[src/hw/rtl/small_matrix_arith_unit_defines.svh]
// small_matrix_arith_unit_defines.svh: assertion macros
`ifndef SMALL_MATRIX_ARITH_UNIT_DEFINES_SVH
`define SMALL_MATRIX_ARITH_UNIT_DEFINES_SVH
`ifndef SYNTHESIS
`define SMAU_ASSERT(label, clk, rst_n, prop, msg) \
  label: assert property (@(posedge clk) disable iff (!rst_n) prop) else $error(msg);
`define SMAU_ASSERT_RST(label, clk, prop, msg) \
  label: assert property (@(posedge clk) prop) else $error(msg);
`else
`define SMAU_ASSERT(label, clk, rst_n, prop, msg)
`define SMAU_ASSERT_RST(label, clk, prop, msg)
`endif
`endif

[src/hw/rtl/smau_pkg.sv]
// ----------------------------------------------------------------------------
// smau_pkg
// Shared codes of the small matrix arithmetic unit.
// ----------------------------------------------------------------------------
`timescale 1ns / 1ps
package smau_pkg;
  localparam logic [1:0] FUNC_LOAD_A  = 2'd0;
  localparam logic [1:0] FUNC_LOAD_B  = 2'd1;
  localparam logic [1:0] FUNC_COMPUTE = 2'd2;

  localparam logic [1:0] OP_ADD = 2'd0;
  localparam logic [1:0] OP_SUB = 2'd1;
  localparam logic [1:0] OP_MUL = 2'd2;
  localparam logic [1:0] OP_DET = 2'd3;

  localparam logic [1:0] ST_OK       = 2'd0;
  localparam logic [1:0] ST_DIM      = 2'd1;
  localparam logic [1:0] ST_DET_SIZE = 2'd2;

  localparam logic [2:0] REG_ROWS_A = 3'd0;
  localparam logic [2:0] REG_COLS_A = 3'd1;
  localparam logic [2:0] REG_ROWS_B = 3'd2;
  localparam logic [2:0] REG_COLS_B = 3'd3;
  localparam logic [2:0] REG_OP     = 3'd4;

  typedef enum logic [5:0] {
    S_IDLE  = 6'b000001,
    S_RDA   = 6'b000010,
    S_RDB   = 6'b000100,
    S_MAC   = 6'b001000,
    S_EMIT  = 6'b010000,
    S_WAIT  = 6'b100000
  } state_e;
endpackage

[src/hw/rtl/small_matrix_arith_unit.sv]
// ----------------------------------------------------------------------------
// small_matrix_arith_unit
// Integer matrix add, subtract, multiply and 1x1..3x3 determinant.
// ----------------------------------------------------------------------------
// channel | dir | tdata fields (low first)              | tuser
// s_axis  | in  | value[31:0]                           | func[1:0]
// m_axis  | out | status, row_index, col_index, result  | - ; tlast = last
// cfg     | in  | wr_en_i, wr_idx_i, wr_data_i          | -
// Loads and error computes complete in idle. Compute uses 32x32 multiplies and
// an adder: each term steps through read A, read B and accumulate, and each
// result through an emit state; a wait state follows the last beat. Emit
// holds while the output register is full, and input ready drops while busy
// or while a result beat waits. Reset clears the fill counts, registers and
// sequencer; stores are not cleared.
`timescale 1ns / 1ps
`include "small_matrix_arith_unit_defines.svh"
module small_matrix_arith_unit #(
  parameter int MAX_DIM = 4
) (
  input  logic        clk_i,
  input  logic        rst_ni,
  input  logic        s_axis_tvalid,
  output logic        s_axis_tready,
  input  logic [31:0] s_axis_tdata,   // value[31:0]
  input  logic [1:0]  s_axis_tuser,   // func[1:0]
  output logic        m_axis_tvalid,
  input  logic        m_axis_tready,
  output logic [39:0] m_axis_tdata,   // status[1:0] row[3:2] col[5:4] value[37:6] zero
  output logic        m_axis_tlast,
  input  logic        wr_en_i,
  input  logic [2:0]  wr_idx_i,
  input  logic [2:0]  wr_data_i
);
  localparam int Depth = MAX_DIM * MAX_DIM;
  localparam int AW = (Depth > 1) ? $clog2(Depth) : 1;
  localparam int FW = $clog2(Depth + 1);

  logic [31:0] mem_a [Depth];
  logic [31:0] mem_b [Depth];
  logic [FW-1:0] fill_a_q, fill_b_q;
  logic [2:0] ra_q, ca_q, rb_q, cb_q;
  logic [1:0] op_q;
  smau_pkg::state_e st_q;
  logic [2:0] r_q, c_q, k_q, nr_q, nc_q;
  logic [4:0] t_q;           // determinant term / factor step
  logic [2:0] trm_q;         // 3x3 product term
  logic [1:0] fct_q;         // factor within the term
  logic [31:0] acc_q, prod_q, da_q, db_q;
  logic [AW-1:0] addr_a, addr_b;
  logic ov_a, ov_b;
  logic vld_q, last_q;
  logic [1:0] sts_q, ro_q, co_q;
  logic [31:0] res_q;

  // determinant factor table: term (0..5) factor (0..2) -> (row,col)
  logic [3:0] dr, dc;
  always_comb begin
    logic [3:0] sel;
    sel = 4'd0;
    case (trm_q)
      3'd0: sel = (fct_q == 2'd0) ? 4'h0 : (fct_q == 2'd1) ? 4'h5 : 4'ha;
      3'd1: sel = (fct_q == 2'd0) ? 4'h1 : (fct_q == 2'd1) ? 4'h6 : 4'h8;
      3'd2: sel = (fct_q == 2'd0) ? 4'h2 : (fct_q == 2'd1) ? 4'h4 : 4'h9;
      3'd3: sel = (fct_q == 2'd0) ? 4'h2 : (fct_q == 2'd1) ? 4'h5 : 4'h8;
      3'd4: sel = (fct_q == 2'd0) ? 4'h1 : (fct_q == 2'd1) ? 4'h4 : 4'ha;
      default: sel = (fct_q == 2'd0) ? 4'h0 : (fct_q == 2'd1) ? 4'h6 : 4'h9;
    endcase
    dr = {2'b00, sel[3:2]};
    dc = {2'b00, sel[1:0]};
  end

  // 2x2 det uses terms (0,0)(1,1) and (0,1)(1,0): t 0..1 plus, 2..3 minus
  logic [3:0] er, ec;
  logic det2;
  assign det2 = (ra_q == 3'd2);
  always_comb begin
    er = dr;
    ec = dc;
    if (det2) begin
      case (t_q[1:0])
        2'd0: begin er = 4'd0; ec = 4'd0; end
        2'd1: begin er = 4'd1; ec = 4'd1; end
        2'd2: begin er = 4'd0; ec = 4'd1; end
        default: begin er = 4'd1; ec = 4'd0; end
      endcase
    end else if (ra_q == 3'd1) begin
      er = 4'd0;
      ec = 4'd0;
    end
  end

  logic [6:0] ia, ib;
  logic det_mode;
  assign det_mode = (op_q == smau_pkg::OP_DET);
  always_comb begin
    if (det_mode) ia = 7'(er) * 7'(ca_q) + 7'(ec);
    else if (op_q == smau_pkg::OP_MUL) ia = 7'(r_q) * 7'(ca_q) + 7'(k_q);
    else ia = 7'(r_q) * 7'(ca_q) + 7'(c_q);
    if (op_q == smau_pkg::OP_MUL) ib = 7'(k_q) * 7'(cb_q) + 7'(c_q);
    else ib = 7'(r_q) * 7'(cb_q) + 7'(c_q);
    ov_a = (ia >= 7'(Depth));
    ov_b = (ib >= 7'(Depth));
    addr_a = AW'(ia);
    addr_b = AW'(ib);
  end

  // shape checks
  logic dims_ok, shape_ok, det_ok;
  always_comb begin
    dims_ok = (ra_q >= 3'd1) && (32'(ra_q) <= MAX_DIM) && (ca_q >= 3'd1) &&
              (32'(ca_q) <= MAX_DIM) && (rb_q >= 3'd1) && (32'(rb_q) <= MAX_DIM) &&
              (cb_q >= 3'd1) && (32'(cb_q) <= MAX_DIM);
    shape_ok = (op_q == smau_pkg::OP_MUL) ? (ca_q == rb_q)
                                         : (ra_q == rb_q && ca_q == cb_q);
    det_ok = (ra_q == ca_q) && (ra_q <= 3'd3);
  end

  logic out_free;
  assign out_free = !vld_q || m_axis_tready;
  assign s_axis_tready = (st_q == smau_pkg::S_IDLE) && out_free;
  logic acc_in;
  assign acc_in = s_axis_tvalid && s_axis_tready;

  logic emit_err, emit_ok;
  assign emit_err = acc_in && (s_axis_tuser == smau_pkg::FUNC_COMPUTE) &&
                    (!dims_ok || (det_mode ? !det_ok : !shape_ok));
  assign emit_ok = (st_q == smau_pkg::S_EMIT) && out_free;

  always_ff @(posedge clk_i) begin
    if (acc_in && s_axis_tuser == smau_pkg::FUNC_LOAD_A && 32'(fill_a_q) < Depth)
      mem_a[AW'(fill_a_q)] <= s_axis_tdata;
    if (acc_in && s_axis_tuser == smau_pkg::FUNC_LOAD_B && 32'(fill_b_q) < Depth)
      mem_b[AW'(fill_b_q)] <= s_axis_tdata;
    if (st_q == smau_pkg::S_RDA) da_q <= ov_a ? 32'd0 : mem_a[addr_a];
    if (st_q == smau_pkg::S_RDB) db_q <= ov_b ? 32'd0 : mem_b[addr_b];
  end

  // step counts
  logic [4:0] det_steps;
  assign det_steps = (ra_q == 3'd1) ? 5'd1 : (ra_q == 3'd2) ? 5'd4 : 5'd18;
  logic det_pos_end;  // last factor of a product term
  assign det_pos_end = (ra_q == 3'd1) ? 1'b1 : det2 ? t_q[0] : (fct_q == 2'd2);
  logic det_neg;
  assign det_neg = det2 ? t_q[1] : (trm_q >= 3'd3);

  always_ff @(posedge clk_i or negedge rst_ni) begin
    if (!rst_ni) begin
      st_q <= smau_pkg::S_IDLE;
      fill_a_q <= '0; fill_b_q <= '0;
      ra_q <= 3'd1; ca_q <= 3'd1; rb_q <= 3'd1; cb_q <= 3'd1; op_q <= 2'd0;
      vld_q <= 1'b0;
      r_q <= '0; c_q <= '0; k_q <= '0; t_q <= '0; nr_q <= '0; nc_q <= '0;
      trm_q <= '0; fct_q <= '0;
      acc_q <= '0; prod_q <= '0;
      last_q <= 1'b0; sts_q <= '0; ro_q <= '0; co_q <= '0; res_q <= '0;
    end else begin
      if (emit_err || emit_ok) vld_q <= 1'b1;
      else if (m_axis_tready) vld_q <= 1'b0;
      if (wr_en_i) begin
        unique case (wr_idx_i)
          smau_pkg::REG_ROWS_A: ra_q <= wr_data_i;
          smau_pkg::REG_COLS_A: ca_q <= wr_data_i;
          smau_pkg::REG_ROWS_B: rb_q <= wr_data_i;
          smau_pkg::REG_COLS_B: cb_q <= wr_data_i;
          smau_pkg::REG_OP:     op_q <= wr_data_i[1:0];
          default: ;
        endcase
      end
      unique case (st_q)
        smau_pkg::S_IDLE: begin
          if (acc_in) begin
            case (s_axis_tuser)
              smau_pkg::FUNC_LOAD_A:
                if (32'(fill_a_q) < Depth) fill_a_q <= fill_a_q + 1'b1;
              smau_pkg::FUNC_LOAD_B:
                if (32'(fill_b_q) < Depth) fill_b_q <= fill_b_q + 1'b1;
              smau_pkg::FUNC_COMPUTE: begin
                fill_a_q <= '0; fill_b_q <= '0;
                r_q <= '0; c_q <= '0; k_q <= '0; t_q <= '0;
                trm_q <= '0; fct_q <= '0;
                acc_q <= '0; prod_q <= 32'd1;
                nr_q <= ra_q;
                nc_q <= (op_q == smau_pkg::OP_MUL) ? cb_q : ca_q;
                if (!dims_ok || (!det_mode && !shape_ok)) begin
                  sts_q <= smau_pkg::ST_DIM; ro_q <= '0; co_q <= '0;
                  res_q <= '0; last_q <= 1'b1;
                end else if (det_mode && !det_ok) begin
                  sts_q <= smau_pkg::ST_DET_SIZE; ro_q <= '0; co_q <= '0;
                  res_q <= '0; last_q <= 1'b1;
                end else st_q <= smau_pkg::S_RDA;
              end
              default: ;
            endcase
          end
        end
        smau_pkg::S_RDA: st_q <= smau_pkg::S_RDB;
        smau_pkg::S_RDB: st_q <= smau_pkg::S_MAC;
        smau_pkg::S_MAC: begin
          st_q <= smau_pkg::S_RDA;
          if (det_mode) begin
            if (det_pos_end) begin
              if (det_neg) acc_q <= acc_q - 32'(prod_q * da_q);
              else acc_q <= acc_q + 32'(prod_q * da_q);
              prod_q <= 32'd1;
            end else prod_q <= 32'(prod_q * da_q);
            t_q <= t_q + 1'b1;
            if (fct_q == 2'd2) begin
              fct_q <= '0;
              trm_q <= trm_q + 1'b1;
            end else fct_q <= fct_q + 1'b1;
            if (t_q + 5'd1 == det_steps) st_q <= smau_pkg::S_EMIT;
          end else if (op_q == smau_pkg::OP_MUL) begin
            acc_q <= acc_q + 32'(da_q * db_q);
            k_q <= k_q + 1'b1;
            if (k_q + 3'd1 == ca_q) st_q <= smau_pkg::S_EMIT;
          end else begin
            acc_q <= (op_q == smau_pkg::OP_ADD) ? da_q + db_q : da_q - db_q;
            st_q <= smau_pkg::S_EMIT;
          end
        end
        smau_pkg::S_EMIT: begin
          if (out_free) begin
            sts_q <= smau_pkg::ST_OK;
            ro_q <= det_mode ? 2'd0 : r_q[1:0];
            co_q <= det_mode ? 2'd0 : c_q[1:0];
            res_q <= acc_q;
            acc_q <= '0; k_q <= '0;
            if (det_mode || (c_q + 3'd1 == nc_q && r_q + 3'd1 == nr_q)) begin
              last_q <= 1'b1; st_q <= smau_pkg::S_WAIT;
            end else begin
              last_q <= 1'b0; st_q <= smau_pkg::S_RDA;
              if (c_q + 3'd1 == nc_q) begin c_q <= '0; r_q <= r_q + 1'b1; end
              else c_q <= c_q + 1'b1;
            end
          end
        end
        smau_pkg::S_WAIT: st_q <= smau_pkg::S_IDLE;
        default: st_q <= smau_pkg::S_IDLE;
      endcase
    end
  end

  assign m_axis_tvalid = vld_q;
  assign m_axis_tlast = last_q;
  assign m_axis_tdata = {2'b00, res_q, co_q, ro_q, sts_q};

  `SMAU_ASSERT(a_busy_not_ready, clk_i, rst_ni,
    (st_q != smau_pkg::S_IDLE) |-> !s_axis_tready, "ready while busy")
  `SMAU_ASSERT(a_fill_a_bound, clk_i, rst_ni,
    32'(fill_a_q) <= Depth, "fill A overflow")
  `SMAU_ASSERT(a_compute_clears, clk_i, rst_ni,
    (acc_in && s_axis_tuser == smau_pkg::FUNC_COMPUTE) |=> (fill_a_q == '0 && fill_b_q == '0),
    "fill not cleared")
  `SMAU_ASSERT_RST(a_reset_idle, clk_i,
    !rst_ni |=> (st_q == smau_pkg::S_IDLE), "not idle after reset")
endmodule

[config.mk]
export PLATFORM = sky130hd
export DESIGN_NAME = small_matrix_arith_unit
export DESIGN_NICKNAME = d
export VERILOG_FILES = /design/src/hw/rtl/smau_pkg.sv /design/src/hw/rtl/small_matrix_arith_unit.sv
export VERILOG_INCLUDE_DIRS = /design/src /design/src/hw/rtl
export SDC_FILE = /design/constraint.sdc
export NUM_CORES = 2
export LEC_CHECK = 0
export ABC_AREA = 1
export BUFFER_PORTS_ARGS = -buffer_cell sky130_fd_sc_hd__buf_2
export CORE_ASPECT_RATIO = 1.4
export CORE_UTILIZATION = 50
export CTS_BUF_LIST = sky130_fd_sc_hd__clkbuf_8
export CTS_CLUSTER_SIZE = 8
export DETAILED_ROUTE_END_ITERATION = 6
export GPL_TIMING_DRIVEN = 1
export HOLD_SLACK_MARGIN = 0.15
export PLACE_DENSITY = 0.76
export SYNTH_ARGS = -nofsm -noshare
export SYNTH_HDL_FRONTEND = slang
export SYNTH_SLANG_ARGS = --single-unit
[constraint.sdc]
create_clock -name clk_i -period 9.6 [get_ports clk_i]
set_input_delay 1.44 -clock clk_i [delete_from_list [all_inputs] [get_ports clk_i]]
set_output_delay 1.44 -clock clk_i [all_outputs]
set_load 0.02 [all_outputs]
==> PnR_summary.wiki <==
{| class="wikitable"
! Metric !! Value
|-
| Die Span Y || 501 microns
|-
| Fin. max-slew vios || 0
|-
| Primary flip-flop cell chosen by synthesis mapping || edfxtp_1
|-
| Area taken by multi-input logic gates || 44300 sq um
|-
| Wire length after detailed routing || about 270000 microns
|-
| Parity-gate share of the synthesized area counting xor and xnor cells || 1.73%
|-
| TritonCTS buffer count || about 190
|-
| Sequential standard cell area || 36700 sq um
|-
| Share of total power consumed by net switching || 33.0%
|-
| Most common cell after layout, fill and taps aside || nand2_1
|-
| Number of instances on the worst hold path || 2
|-
| Setup TNS after final layout || 0 ns
|-
| RSZ-0062 raised after global routing || yes
|-
| Number of antenna violations at the first check in global routing || 15
|-
| Netlist area before placement || approximately 90000 sq um
|-
| NumNets Final || 10.5k
|-
| I/O pin count || slightly below 90
|-
| Port Buffers || 85
|-
| Sum of net half-perimeters after detailed placement || roughly 190000 microns
|-
| Setup slack of the most critical reg-to-reg path || 0.42 ns
|-
| Part of the cycle the worst path needs || a little over nine tenths
|-
| Nature of the critical path startpoint || register
|-
| Horizontal die dimension || around 360 microns
|-
| Combinational share of power || a little under a quarter
|-
| Cell-internal power || roughly 9 mW
|-
| Adder-cell share of the synthesized area || roughly a quarter
|-
| Num rows || 182
|-
| Syn. warnings || 0
|-
| Routed vias || roughly 68k
|-
| Dominant combinational cell family by area after synthesis || adder cells
|-
| Seq cells post-synth || approximately 1.2k
|-
| Vias in the first global route || 71.3k
|-
| Clock-pin transition on the worst setup and hold timing paths || 0.07 ns
|-
| Sequential share of power || 46.1%
|-
| Avg Cell Area, Syn || roughly 9.6 sq um
|-
| Power, Total || 13.2 mW
|-
| FF-to-FF Start || da_q[6]
|-
| Latest clock arrival within the worst-skew pair || 0.95 ns
|-
| Instance count after placement with tap cells included || roughly 11k
|-
| Startpoint-to-endpoint class of the critical path || reg2reg
|-
| Synth cell types || between 70 and 80
|-
| Longest individual stage delay on the worst path || approximately 0.61 ns
|-
| Area fraction in and, or, nand and nor cells after synthesis || a little over an eighth
|-
| CP Max Fanout || 10
|-
| TritonCTS clock tree || built
|-
| First-pass GRT wire length || ~410000 microns
|-
| Arrival time of the worst setup path || approximately 10 ns
|-
| Number of sinks on the clock net || roughly 1.2k
|-
| Initial DRC count || ~6.6k
|-
| Routed vias/inst || 5.85
|-
| Run status || finished clean
|-
| Minimum clock period || 9.18 ns
|-
| Depth of the worst register-to-register path || 35
|-
| NetSw || 4.37 mW
|-
| Final setup violation count || 0
|-
| Initial core utilization || about half
|-
| GRT overflow || 0
|-
| Max stage delay cell, worst path || edfxtp_1
|-
| Number of cells produced by synthesis || a little over 9k
|-
| Share of the synthesized area in the top cell type || a little under two fifths
|-
| Final weighted congestion in routability-driven placement || ~0.99
|-
| Die area || around 180000 sq um
|-
| Count of non-filler cells in the finished layout || approximately 12k
|-
| Most prevalent standard cell on the critical path || fa_1
|-
| Compound-gate portion of the synthesized area || between 9 and 10%
|-
| Final Hold Violating Endpoints || 0
|-
| Worst vdd ir || 0.191 mV
|-
| CORE AREA || 176000 sq um
|-
| P&R area growth vs syn || 8.07%
|-
| Type of the worst min-delay path || reg2reg
|-
| Worst slew margin relative to its limit || 15.3%
|-
| Skew final || ~0.065 ns
|-
| Overall track demand over capacity in global routing || between 30% and 40%
|-
| Drt wl/cell || 23.6 microns
|-
| Maximum clock frequency || ~110 MHz
|-
| Remaining routing DRC violations || 0
|-
| H-tree levels || 4
|-
| Pin slew with the least headroom to its limit || between 1 and 1.5 ns
|-
| Share of async-settable or async-resettable flops after synthesis || about an eighth
|-
| Static Leakage || between 40 and 50 nW
|-
| Max Cap Violations || 0
|-
| Most frequent cells in the layout || nand2_1 (1765), inv_1 (1709), edfxtp_1 (1088)
|-
| Number of routed nets with antenna violations || 0
|-
| Maximum clock path buffer count || 3
|-
| Top area cells in the synthesized netlist || edfxtp_1 (37%), fa_1 (19%), nand2_1 (7.5%)
|-
| Cell taking the most area after synthesis || edfxtp_1
|-
| Pin count of the biggest net entering global routing || around 210
|-
| Fill cell total of the finished layout || approximately 15k
|-
| Sequential-to-total area share from yosys stat || slightly above 40%
|-
| First drt pass iteration count || 7
|-
| Cell chosen for the clock root || clkbuf_8
|-
| Worst Setup End Kind || register
|-
| Required time of the worst setup path || approximately 10 ns
|-
| Share of cells above drive strength 1 || between 8 and 9%
|-
| Proportion of power drawn by the clock network || a little under a third
|-
| Multiplexer area fraction after synthesis || 0%
|-
| Post-synth EDFFs || about 1.1k
|-
| Terminus of the critical flop-to-flop path || acc_q[30]
|-
| HP Start || ro_q[0]
|-
| Power per Cell Area || between 100 and 150 nW/um^2
|-
| Capture endpoint of the worst hold path || ro_q[0]
|}
## registers in the layout (all words and copies together) (netlist names), 5 cells and up
name      cells
da_q         32
mem_b       512
mem_a       512
st_q          6
fill_a_q      5
t_q           5
fill_b_q      5
res_q        32
prod_q       32
acc_q        32
db_q         32
## worst max-delay path by stage
stage	to	depth (start not counted)	startpoint	slack [ns]
after floorplan	acc_q[31]	42	da_q[2]	1.05
after global placement	acc_q[31]	36	prod_q[17]	0.38
after detailed placement	acc_q[30]	32	prod_q[17]	0.34
after CTS	acc_q[30]	32	prod_q[17]	0.29
after global routing	acc_q[31]	41	da_q[5]	-0.02
final	acc_q[30]	35	da_q[6]	0.42
## critical path, delay by kind of cell, from the launching register on
kind	cells	cell delay [ns]
adders and majority gates	10	4.48
AOI/OAI and AO/OA	7	1.48
buffers and inverters	8	1.10
and+or+nand+nor	8	0.98
DFF	1	0.61
xor gates and xnor gates	2	0.36
## cells in the mapped netlist, drive strengths merged, types with 64 or more instances
master	count
fa	858
inv	1690
a21oi	266
ha	367
buf	104
xor2	109
o21ai	754
nor2	731
nand2	1790
xnor2	64
clkbuf	390
o211ai	73
o221ai	201
nand3	236
o22ai	81
dfrtp	154
edfxtp	1088
## stage by stage
step	area, sq um	hold slack [ns]	setup WS [ns]	utilization (%)
6_report	96000	0.484	0.422	54.5
4_1_cts	95800	0.488	0.293	54.4
2_1_floorplan	88800	0.457	1.05	-
5_1_grt	96000	0.513	-0.0194	54.5
3_3_place_gp	92600	0.460	0.382	52.6
3_5_place_dp	92600	0.473	0.338	52.6
## logic make-up after synthesis
| group | count (synthesis) |
|---|---|
| DFF | 1247 |
| other | 1 |
| adders and majority gates | 1225 |
| buffers and inverters | 2188 |
| AOI/OAI and AO/OA | 1478 |
| xor gates and xnor gates | 173 |
| and+or+nand+nor | 2903 |
## cell type report
| cell class | instances | area share, % |
|---|---|---|
| Inverter | 1694 | 6.64 |
| Sequential cell | 1247 | 38.2 |
| Multi-Input combinational cell | 5781 | 46.1 |
| Clock buffer | 194 | 2.78 |
| Clock inverter | 78 | 0.615 |
| Timing Repair Buffer | 342 | 2.65 |
| Antenna cell | 6 | 0.0156 |
| Tap cell | 2300 | 3.00 |
## power groups by stage
| stage | combinational (mW) | sequential (mW) | clock [mW] |
|---|---|---|---|
| after floorplan | 1.93 | 6.18 | 0 |
| after global placement | 2.93 | 6.21 | 0 |
| after detailed placement | 3.02 | 6.22 | 0 |
| after CTS | 3.03 | 6.10 | 4.09 |
| after global routing | 3.37 | 6.11 | 4.31 |
| final | 3.09 | 6.11 | 4.05 |
## routing by layer
layer,vias to the layer above,global-route usage [%],part of all wire (%)
met3,1177,5.73,8.5
met2,3646,54.3,51
met4,4,21.7,7.9
li1,29727,-,-
met5,-,0,0.0091
met1,33568,33.5,33
## what timing repair did
action,in CTS,in global routing
endpoints found under the setup margin,0,4
hold buffers,0,0
gates resized for setup,0,22
hold endpoints to repair,0,0
buffers inserted,0,9
No activity file was read; power rests on OpenSTA's default activity.
